[src/char_lcd_write_sequencer_assert.svh]
// ---------------------------------------------------------------------------
// Assertion macros for the character LCD write sequencer
// Both forms collapse to nothing when NO_ASSERTIONS is set.
// ---------------------------------------------------------------------------
`ifndef CHAR_LCD_WRITE_SEQUENCER_ASSERT_SVH
`define CHAR_LCD_WRITE_SEQUENCER_ASSERT_SVH

`ifndef NO_ASSERTIONS
// Checked under reset release only
`define CLWS_ASSERT(lbl, ck, rst_n, prop, msg) \
	lbl: assert property (@(posedge ck) disable iff (!rst_n) prop) else $error(msg);
// Checked at every edge, reset included
`define CLWS_ASSERT_ALWAYS(lbl, ck, prop, msg) \
	lbl: assert property (@(posedge ck) prop) else $error(msg);
`else
`define CLWS_ASSERT(lbl, ck, rst_n, prop, msg)
`define CLWS_ASSERT_ALWAYS(lbl, ck, prop, msg)
`endif

`endif

[src/clws_pkg.sv]
// ---------------------------------------------------------------------------
// clws_pkg
// Shared types, codes and the power-up command table for the LCD sequencer.
// ---------------------------------------------------------------------------
package clws_pkg;

	// request codes
	localparam logic [2:0] OP_TICK  = 3'd0;
	localparam logic [2:0] OP_CMD   = 3'd1;
	localparam logic [2:0] OP_CHAR  = 3'd2;
	localparam logic [2:0] OP_INIT  = 3'd3;
	localparam logic [2:0] OP_GOTO  = 3'd4;
	localparam logic [2:0] OP_CLEAR = 3'd5;

	// register indexes (byte address bits 3:2)
	localparam logic [1:0] REG_MODE   = 2'd0;
	localparam logic [1:0] REG_HIGH   = 2'd1;
	localparam logic [1:0] REG_SETTLE = 2'd2;
	localparam logic [1:0] REG_PWRUP  = 2'd3;

	localparam int unsigned ADDR_W = 4;
	localparam int unsigned DATA_W = 32;

	localparam logic [7:0] CMD_CLEAR  = 8'h01;
	localparam logic [7:0] LINE0_BASE = 8'h80;
	localparam logic [7:0] LINE1_BASE = 8'hC0;

	typedef struct packed {
		logic        four_bit_mode;
		logic [7:0]  enable_high_ticks;
		logic [7:0]  settle_ticks;
		logic [15:0] power_up_ticks;
	} cfg_t;

	typedef struct packed {
		logic       reg_select;
		logic       enable_pin;
		logic [7:0] data_pins;
		logic       busy_res;
		logic       rejected;
	} result_t;

	function automatic logic [2:0] init_len(input logic four);
		return four ? 3'd6 : 3'd4;
	endfunction

	function automatic logic [7:0] init_cmd(input logic four, input logic [2:0] idx);
		logic [7:0] c;
		if (four) begin
			case (idx)
				3'd0: c = 8'h33;
				3'd1: c = 8'h32;
				3'd2: c = 8'h28;
				3'd3: c = 8'h0C;
				3'd4: c = 8'h01;
				3'd5: c = 8'h02;
				default: c = 8'h33;
			endcase
		end else begin
			case (idx)
				3'd0: c = 8'h38;
				3'd1: c = 8'h0C;
				3'd2: c = 8'h01;
				3'd3: c = 8'h02;
				default: c = 8'h38;
			endcase
		end
		return c;
	endfunction

endpackage

[src/clws_regs.sv]
// ---------------------------------------------------------------------------
// clws_regs
// APB register file: mode, enable-high, settle and power-up tick counts.
// ---------------------------------------------------------------------------
module clws_regs
	import clws_pkg::*;
(
	input  logic              clk,
	input  logic              arst_n,
	input  logic              psel,
	input  logic              penable,
	input  logic              pwrite,
	input  logic [ADDR_W-1:0] paddr,
	input  logic [DATA_W-1:0] pwdata,
	output logic [DATA_W-1:0] prdata,
	output logic              pready,
	output cfg_t              cfg
);

	cfg_t cfg_q;
	logic wr_en;

	assign pready = 1'b1;
	assign wr_en  = psel & penable & pwrite;
	assign cfg    = cfg_q;

	always_ff @(posedge clk or negedge arst_n) begin
		if (!arst_n) begin
			cfg_q.four_bit_mode     <= 1'b1;
			cfg_q.enable_high_ticks <= 8'd1;
			cfg_q.settle_ticks      <= 8'd5;
			cfg_q.power_up_ticks    <= 16'd1000;
		end else if (wr_en) begin
			case (paddr[3:2])
				REG_MODE:   cfg_q.four_bit_mode     <= pwdata[0];
				REG_HIGH:   cfg_q.enable_high_ticks <= pwdata[7:0];
				REG_SETTLE: cfg_q.settle_ticks      <= pwdata[7:0];
				REG_PWRUP:  cfg_q.power_up_ticks    <= pwdata[15:0];
				default: ;
			endcase
		end
	end

	always_comb begin
		case (paddr[3:2])
			REG_MODE:   prdata = {31'd0, cfg_q.four_bit_mode};
			REG_HIGH:   prdata = {24'd0, cfg_q.enable_high_ticks};
			REG_SETTLE: prdata = {24'd0, cfg_q.settle_ticks};
			REG_PWRUP:  prdata = {16'd0, cfg_q.power_up_ticks};
			default:    prdata = '0;
		endcase
	end

endmodule

[src/clws_core.sv]
// ---------------------------------------------------------------------------
// clws_core
// Pin sequencer state and its next-state logic; one item applied per advance.
// ---------------------------------------------------------------------------
`include "char_lcd_write_sequencer_assert.svh"

module clws_core
	import clws_pkg::*;
(
	input  logic       clk,
	input  logic       arst_n,
	input  logic       adv,
	input  cfg_t       cfg,
	input  logic [2:0] opcode,
	input  logic [7:0] data_byte,
	input  logic       row,
	input  logic [5:0] column,
	output result_t    res
);

	typedef enum logic [1:0] {PH_IDLE, PH_POWERUP, PH_EN_HIGH, PH_EN_LOW} phase_t;

	phase_t      phase_q, n_phase;
	logic [15:0] tick_q, n_tick, tick_dec;
	logic [7:0]  pend_byte_q, n_pend_byte;
	logic        pend_rs_q, n_pend_rs;
	logic        low_next_q, n_low_next;
	logic [2:0]  step_q, n_step, step_inc;
	logic        init_q, n_init;
	logic [7:0]  pin_q, n_pin;

	logic        start;
	logic [7:0]  sb_byte;
	logic        sb_rs;
	logic        rej;
	logic [15:0] high_len, settle_len;
	logic [7:0]  goto_addr;

	assign high_len   = (cfg.enable_high_ticks == 8'd0) ? 16'd1 : {8'd0, cfg.enable_high_ticks};
	assign settle_len = (cfg.settle_ticks == 8'd0) ? 16'd1 : {8'd0, cfg.settle_ticks};
	assign tick_dec   = (tick_q != 16'd0) ? tick_q - 16'd1 : 16'd0;
	assign step_inc   = step_q + 3'd1;
	assign goto_addr  = (row ? LINE1_BASE : LINE0_BASE) + {2'b00, column};

	always_comb begin
		n_phase     = phase_q;
		n_tick      = tick_q;
		n_pend_byte = pend_byte_q;
		n_pend_rs   = pend_rs_q;
		n_low_next  = low_next_q;
		n_step      = step_q;
		n_init      = init_q;
		n_pin       = pin_q;
		start       = 1'b0;
		sb_byte     = 8'd0;
		sb_rs       = 1'b0;
		rej         = 1'b0;

		if (opcode == OP_TICK) begin
			if (phase_q != PH_IDLE) begin
				n_tick = tick_dec;
				if (tick_dec == 16'd0) begin
					case (phase_q)
						PH_POWERUP: begin
							if (step_q < init_len(cfg.four_bit_mode)) begin
								start   = 1'b1;
								sb_byte = init_cmd(cfg.four_bit_mode, step_q);
							end else begin
								n_init  = 1'b0;
								n_step  = 3'd0;
								n_phase = PH_IDLE;
							end
						end
						PH_EN_HIGH: begin
							n_phase = PH_EN_LOW;
							n_tick  = settle_len;
						end
						PH_EN_LOW: begin
							if (low_next_q) begin
								n_pin      = {1'b0, pend_byte_q[3:0], 3'b000};
								n_low_next = 1'b0;
								n_phase    = PH_EN_HIGH;
								n_tick     = high_len;
							end else if (init_q) begin
								// step on through the power-up list
								if (step_inc < init_len(cfg.four_bit_mode)) begin
									n_step  = step_inc;
									start   = 1'b1;
									sb_byte = init_cmd(cfg.four_bit_mode, step_inc);
								end else begin
									n_init  = 1'b0;
									n_step  = 3'd0;
									n_phase = PH_IDLE;
								end
							end else begin
								n_phase = PH_IDLE;
							end
						end
						default: ;
					endcase
				end
			end
		end else if (opcode <= OP_CLEAR) begin
			if (phase_q != PH_IDLE) begin
				rej = 1'b1;
			end else begin
				case (opcode)
					OP_CMD: begin
						start   = 1'b1;
						sb_byte = data_byte;
					end
					OP_CHAR: begin
						start   = 1'b1;
						sb_byte = data_byte;
						sb_rs   = 1'b1;
					end
					OP_INIT: begin
						n_init     = 1'b1;
						n_step     = 3'd0;
						n_low_next = 1'b0;
						n_phase    = PH_POWERUP;
						n_tick     = cfg.power_up_ticks;
					end
					OP_GOTO: begin
						start   = 1'b1;
						sb_byte = goto_addr;
					end
					OP_CLEAR: begin
						start   = 1'b1;
						sb_byte = CMD_CLEAR;
					end
					default: ;
				endcase
			end
		end

		if (start) begin
			n_pend_byte = sb_byte;
			n_pend_rs   = sb_rs;
			if (cfg.four_bit_mode) begin
				n_pin      = {1'b0, sb_byte[7:4], 3'b000};
				n_low_next = 1'b1;
			end else begin
				n_pin      = sb_byte;
				n_low_next = 1'b0;
			end
			n_phase = PH_EN_HIGH;
			n_tick  = high_len;
		end
	end

	always_ff @(posedge clk or negedge arst_n) begin
		if (!arst_n) begin
			phase_q     <= PH_IDLE;
			tick_q      <= 16'd0;
			pend_byte_q <= 8'd0;
			pend_rs_q   <= 1'b0;
			low_next_q  <= 1'b0;
			step_q      <= 3'd0;
			init_q      <= 1'b0;
			pin_q       <= 8'd0;
		end else if (adv) begin
			phase_q     <= n_phase;
			tick_q      <= n_tick;
			pend_byte_q <= n_pend_byte;
			pend_rs_q   <= n_pend_rs;
			low_next_q  <= n_low_next;
			step_q      <= n_step;
			init_q      <= n_init;
			pin_q       <= n_pin;
		end
	end

	assign res.reg_select = n_pend_rs;
	assign res.enable_pin = (n_phase == PH_EN_HIGH);
	assign res.data_pins  = n_pin;
	assign res.busy_res   = (n_phase != PH_IDLE);
	assign res.rejected   = rej;

	`CLWS_ASSERT_ALWAYS(a_idle_no_init, clk, (phase_q == PH_IDLE) |-> !init_q, "init flag set while idle")
	`CLWS_ASSERT_ALWAYS(a_step_range, clk, step_q <= 3'd5, "init step beyond list")
	`CLWS_ASSERT(a_reject_holds, clk, arst_n, adv && rej |=> $stable(phase_q) && $stable(tick_q), "rejected request changed state")

endmodule

[src/char_lcd_write_sequencer.sv]
// ---------------------------------------------------------------------------
// char_lcd_write_sequencer
// Character LCD bus driver: RS, EN and data pin levels from ticks and requests.
// ---------------------------------------------------------------------------
// Input channel (in_valid/in_stall) carries one word per tick or request:
// opcode, data_byte, row, column. Output channel (out_valid/out_stall)
// returns exactly one word per input word with the pin levels after that
// item, busy and a rejected flag for requests dropped while busy.
// Timing registers and the 4/8-bit mode sit behind the APB port; write them
// only while nothing is in flight.
// A word passes through the input register, then the sequencer update and
// the result register. One word per cycle is sustained while the receiver
// does not stall; the sequencer state update sits between those registers.
// Reset clears the sequencer to idle with all pins low and loads the
// register defaults (4-bit mode, EN high 1 tick, settle 5, power-up 1000).
// While the receiver stalls, a full result register holds its word and the
// input register holds the next; in_stall rises only when both are full.
// ---------------------------------------------------------------------------
`include "char_lcd_write_sequencer_assert.svh"

module char_lcd_write_sequencer
	import clws_pkg::*;
(
	input  logic              clk,
	input  logic              arst_n,
	input  logic              psel,
	input  logic              penable,
	input  logic              pwrite,
	input  logic [ADDR_W-1:0] paddr,
	input  logic [DATA_W-1:0] pwdata,
	output logic [DATA_W-1:0] prdata,
	output logic              pready,
	input  logic              in_valid,
	output logic              in_stall,
	input  logic [2:0]        opcode,
	input  logic [7:0]        data_byte,
	input  logic              row,
	input  logic [5:0]        column,
	output logic              out_valid,
	input  logic              out_stall,
	output logic              reg_select,
	output logic              enable_pin,
	output logic [7:0]        data_pins,
	output logic              busy_res,
	output logic              rejected
);

	cfg_t       cfg;
	result_t    res;
	result_t    res_s2;
	logic       out_valid_s2;
	logic       valid_s1;
	logic [2:0] opcode_s1;
	logic [7:0] data_byte_s1;
	logic       row_s1;
	logic [5:0] column_s1;
	logic       adv;
	logic       load_s1;

	clws_regs u_regs (
		.clk    (clk),
		.arst_n (arst_n),
		.psel   (psel),
		.penable(penable),
		.pwrite (pwrite),
		.paddr  (paddr),
		.pwdata (pwdata),
		.prdata (prdata),
		.pready (pready),
		.cfg    (cfg)
	);

	// stage 1 moves on whenever the result register is free or draining
	assign adv      = valid_s1 & ~(out_valid_s2 & out_stall);
	assign in_stall = valid_s1 & ~adv;
	assign load_s1  = in_valid & ~in_stall;

	always_ff @(posedge clk or negedge arst_n) begin
		if (!arst_n) begin
			valid_s1 <= 1'b0;
		end else if (load_s1) begin
			valid_s1 <= 1'b1;
		end else if (adv) begin
			valid_s1 <= 1'b0;
		end
	end

	always_ff @(posedge clk) begin
		if (load_s1) begin
			opcode_s1    <= opcode;
			data_byte_s1 <= data_byte;
			row_s1       <= row;
			column_s1    <= column;
		end
	end

	clws_core u_core (
		.clk      (clk),
		.arst_n   (arst_n),
		.adv      (adv),
		.cfg      (cfg),
		.opcode   (opcode_s1),
		.data_byte(data_byte_s1),
		.row      (row_s1),
		.column   (column_s1),
		.res      (res)
	);

	always_ff @(posedge clk or negedge arst_n) begin
		if (!arst_n) begin
			out_valid_s2 <= 1'b0;
		end else if (adv) begin
			out_valid_s2 <= 1'b1;
		end else if (!out_stall) begin
			out_valid_s2 <= 1'b0;
		end
	end

	always_ff @(posedge clk) begin
		if (adv) begin
			res_s2 <= res;
		end
	end

	assign out_valid  = out_valid_s2;
	assign reg_select = res_s2.reg_select;
	assign enable_pin = res_s2.enable_pin;
	assign data_pins  = res_s2.data_pins;
	assign busy_res   = res_s2.busy_res;
	assign rejected   = res_s2.rejected;

	`CLWS_ASSERT(a_stall_only_full, clk, arst_n, in_stall |-> valid_s1 && out_valid_s2 && out_stall, "input stalled with room")
	`CLWS_ASSERT(a_adv_fills, clk, arst_n, adv |=> out_valid_s2, "advanced word lost")
	`CLWS_ASSERT(a_reject_busy, clk, arst_n, out_valid_s2 && rejected |-> busy_res, "rejected word not busy")

endmodule
[config.mk]
export PLATFORM = sky130hd
export DESIGN_NAME = char_lcd_write_sequencer
export DESIGN_NICKNAME = d
export VERILOG_FILES = /design/src/clws_pkg.sv /design/src/clws_regs.sv /design/src/clws_core.sv /design/src/char_lcd_write_sequencer.sv
export VERILOG_INCLUDE_DIRS = /design/src /design/src/src
export SDC_FILE = /design/constraint.sdc
export NUM_CORES = 1
export LEC_CHECK = 0
export BUFFER_PORTS_ARGS = -buffer_cell sky130_fd_sc_hd__buf_4
export CAP_MARGIN = 25
export CORE_MARGIN = 2
export CORE_UTILIZATION = 30
export CTS_BUF_LIST = sky130_fd_sc_hd__clkbuf_4 sky130_fd_sc_hd__clkbuf_8 sky130_fd_sc_hd__clkbuf_16
export CTS_CLUSTER_DIAMETER = 80
export DETAILED_ROUTE_END_ITERATION = 6
export GPL_TIMING_DRIVEN = 0
export PLACE_DENSITY = 0.48
export SYNTH_ARGS = -nofsm -noshare
export SYNTH_HDL_FRONTEND = slang
export SYNTH_SLANG_ARGS = --single-unit
export TNS_END_PERCENT = 5
[constraint.sdc]
create_clock -name clk -period 9.1 [get_ports clk]
set_input_delay 0 -clock clk [delete_from_list [all_inputs] [get_ports clk]]
set_output_delay 0 -clock clk [all_outputs]
set_load 0.01 [all_outputs]
==> metrics.cfg <==
[timing]
fin_crit_ns = 4.36
setup-tns-final_ns = 0
finalSetupViolations = 0
rsz0062_at_grt = false
slew_viol_final = 0
fmax_mhz = 229
hold_viol = 0
final.setup.worst_slack_ns = 4.74
final.period_utilization_pct = 48.0
maxSlewHeadroom_pct = 33.0
clock_skew_ns = 0.0140
worstMarginPinSlew_ns = 1.00

[detailed_routing]
drt-vias-per-instance = 5.12
vias = 5434
dr.pass1.iters = 5
drt-initial-drc-count = 473
ant_nets = 0
wl_per_cell_um = 17.3
wl_um = 18300
drc_errors = 0

[finish]
multi_input_area_um2 = 3090
n_antenna_cell = 0
drive_gt1_share_pct = 23.0
final_nets = 859
fillers = 2038
syn_to_final_growth_pct = 26.8
seq_area_um2 = 2690

[global_routing]
antenna_found_initial = 0
grt_remaining_overflow = 0
grt_pass1_wl_um = 29300
grtUsageTotal_pct = 17.1
grt_pass1_vias = 5329
grt_max_degree = 72

[logic_synthesis]
avgSynthCellArea_um2 = 9.51
yosysWarnings = 0
synth_most_common_cell = dfrtp_1
yosys.cell_types.count = 70
ys_top_cells_by_area = dfrtp_1, edfxtp_1, mux2_2
synth_top_cell_area_share_pct = 24.8
postSynth.asyncResetShare_pct = 70.3
yosysSeqAreaShare_pct = 43.6
synthFlopType = dfrtp_1
netlist_area_um2 = 6160
synth.top_cells.by_count = dfrtp_1, nand2_1, o21ai_0
synth-seq-cells = 101
syn_inst = 648
synth_edf_count = 30
synth_top_area_cell = dfrtp_1

[run_status]
status = finished clean

[worst_setup_path]
cp.required_ns = 9.20
endpoint_kind = flip-flop
crit_fanout = 10
start_kind = flip-flop
path_cells = inv_1 > ha_1 > nor3b_1 > nor4b_1 > mux2i_1 > nand3_1 > nor3_1 > buf_4 > nand4_2 > a32o_1
criticalPathCategory = reg -> reg
cp_data_arrival_time_ns = 4.47
crit_slowest_cell = nor3b_1
critPathLaunch = u_core.tick_q[0]
reg2reg_from = u_core.tick_q[0]
cpPeakStageDelay_ns = 0.83

[placement]
gp_congestion = 0.871
dp_hpwl_um = 13300
port-buffer-count = 71
dp_worst_setup_slack_ns = 4.86

[cts]
clkLatencyLatePin_ns = 0.36
postCtsSetupBuffers = 0
clk_pin_slew_ns = 0.07
numClockSinks = 101
root_buffer = clkbuf_16
cts_tree = done
ctsResizeCount = 0
cts_buffer_depth = 2
cts_made_buffers = 9
h-tree-depth = 3

[floorplan]
rows = 52
die_area_um2 = 21700
die_y_um = 147
coreArea_um2 = 20200
start_util_pct = 30.6
die_w_um = 147
ios = 108

[flow_run]
cap_violations = 0

[pwr]
p_leak_nw = 3.17
power_density_nw_per_um2 = 232
vdd_drop_max_mv = 0.131

[hold_path]
min_path_type = in -> async

-- routing by layer --
metal	GRT usage (%)	wire length (um)
met5	0	0
met4	5.14	235
met3	2.80	861
met2	27.2	8690
met1	24.0	8540
-- registers in the layout, indices dropped and copies added (netlist names) --
name                count
u_core.pend_rs_q        1
reg_select              1
busy_res                1
u_core.tick_q          16
rejected                1
u_core.init_q           1
u_regs.cfg             33
u_core.phase_q          2
u_core.low_next_q       1
row_s1                  1
out_valid               1
u_core.step_q           3
valid_s1                1
data_byte_s1            8
opcode_s1               3
enable_pin              1
u_core.pin_q            8
u_core.pend_byte_q      4
column_s1               6
data_pins               8
-- per-stage QoR --
step / cell area, um2 / cells / power, mW / hold slack [ns] / util (%)
6_report: 7820 / 1061 / 1.82 / 0.0893 / 38.8
2_1_floorplan: 6220 / 663 / 1.17 / -0.296 / -
3_3_place_gp: 7090 / 1004 / 1.39 / 0.179 / 35.2
4_1_cts: 7770 / 1058 / 1.82 / 0.152 / 38.5
3_5_place_dp: 7100 / 1004 / 1.40 / 0.179 / 35.2
5_1_grt: 7820 / 1061 / 1.94 / 0.137 / 38.8
-- report_power, final --
part	switching, mW	internal [mW]	total, mW
sequential	0.103	0.592	0.695
clock	0.183	0.212	0.395
combinational	0.422	0.305	0.726
-- final timing paths --
kind | end | slack (ns) | cells after the start
max | data_pins[0] | 4.74 | 10
min | u_regs.cfg[21] | 0.09 | 2
max reg2reg | data_pins[0] | 4.74 | 10
min reg2reg | out_valid | 0.49 | 1
max in group asynchronous | u_regs.cfg[3] | 8.39 | 3
min in group clk | u_regs.cfg[32] | 0.16 | 5
-- worst max-delay path, delay by kind of cell (launching register included) --
| kind | cells | cell delay [ns] |
|---|---|---|
| multiplexers | 1 | 0.36 |
| AO/OA/AOI/OAI | 1 | 0.40 |
| adder cells (fa/ha/maj) | 1 | 0.23 |
| AND/OR/NAND/NOR | 5 | 2.25 |
| flip-flops | 1 | 0.45 |
| buffers and inverters | 2 | 0.42 |
-- layout by cell type (no fill, tap or decap), drive strengths merged, types with 24 or more instances in the layout --
master / netlist / routed
inv: 24 / 24
o21ai: 54 / 54
a21oi: 28 / 28
edfxtp: 30 / 30
mux2: 33 / 33
clkbuf: 33 / 43
nand2: 56 / 56
dlygate4sd3: 0 / 38
buf: 31 / 104
dfrtp: 61 / 61
nor2: 41 / 41
-- area by class of cell --
class,instances,area share (%)
clock inverters,7,0.848
flip-flops and latches,101,34.4
repair buffers,112,12.3
well taps,270,4.32
multi-input cells,473,39.5
clock buffers,9,2.88
plain buffers,64,4.51
inverters,25,1.20
-- cells by family after synthesis --
logic type      Yosys count  synth area share (%)
fa+ha+maj                12                  2.44
flops                   101                  43.6
xor+xnor                  8                  1.14
other cells               2                 0.122
simple gates            216                  18.5
mux                      41                  7.53
buf+inv                  89                  7.25
compound gates          179                  19.4
-- timing repair --
action,4_1_cts,5_1_grt
hold buffers,38,0
hold endpoints to repair,114,0
endpoints found under the setup margin,0,0
No activity file was read; power rests on OpenSTA's default activity.
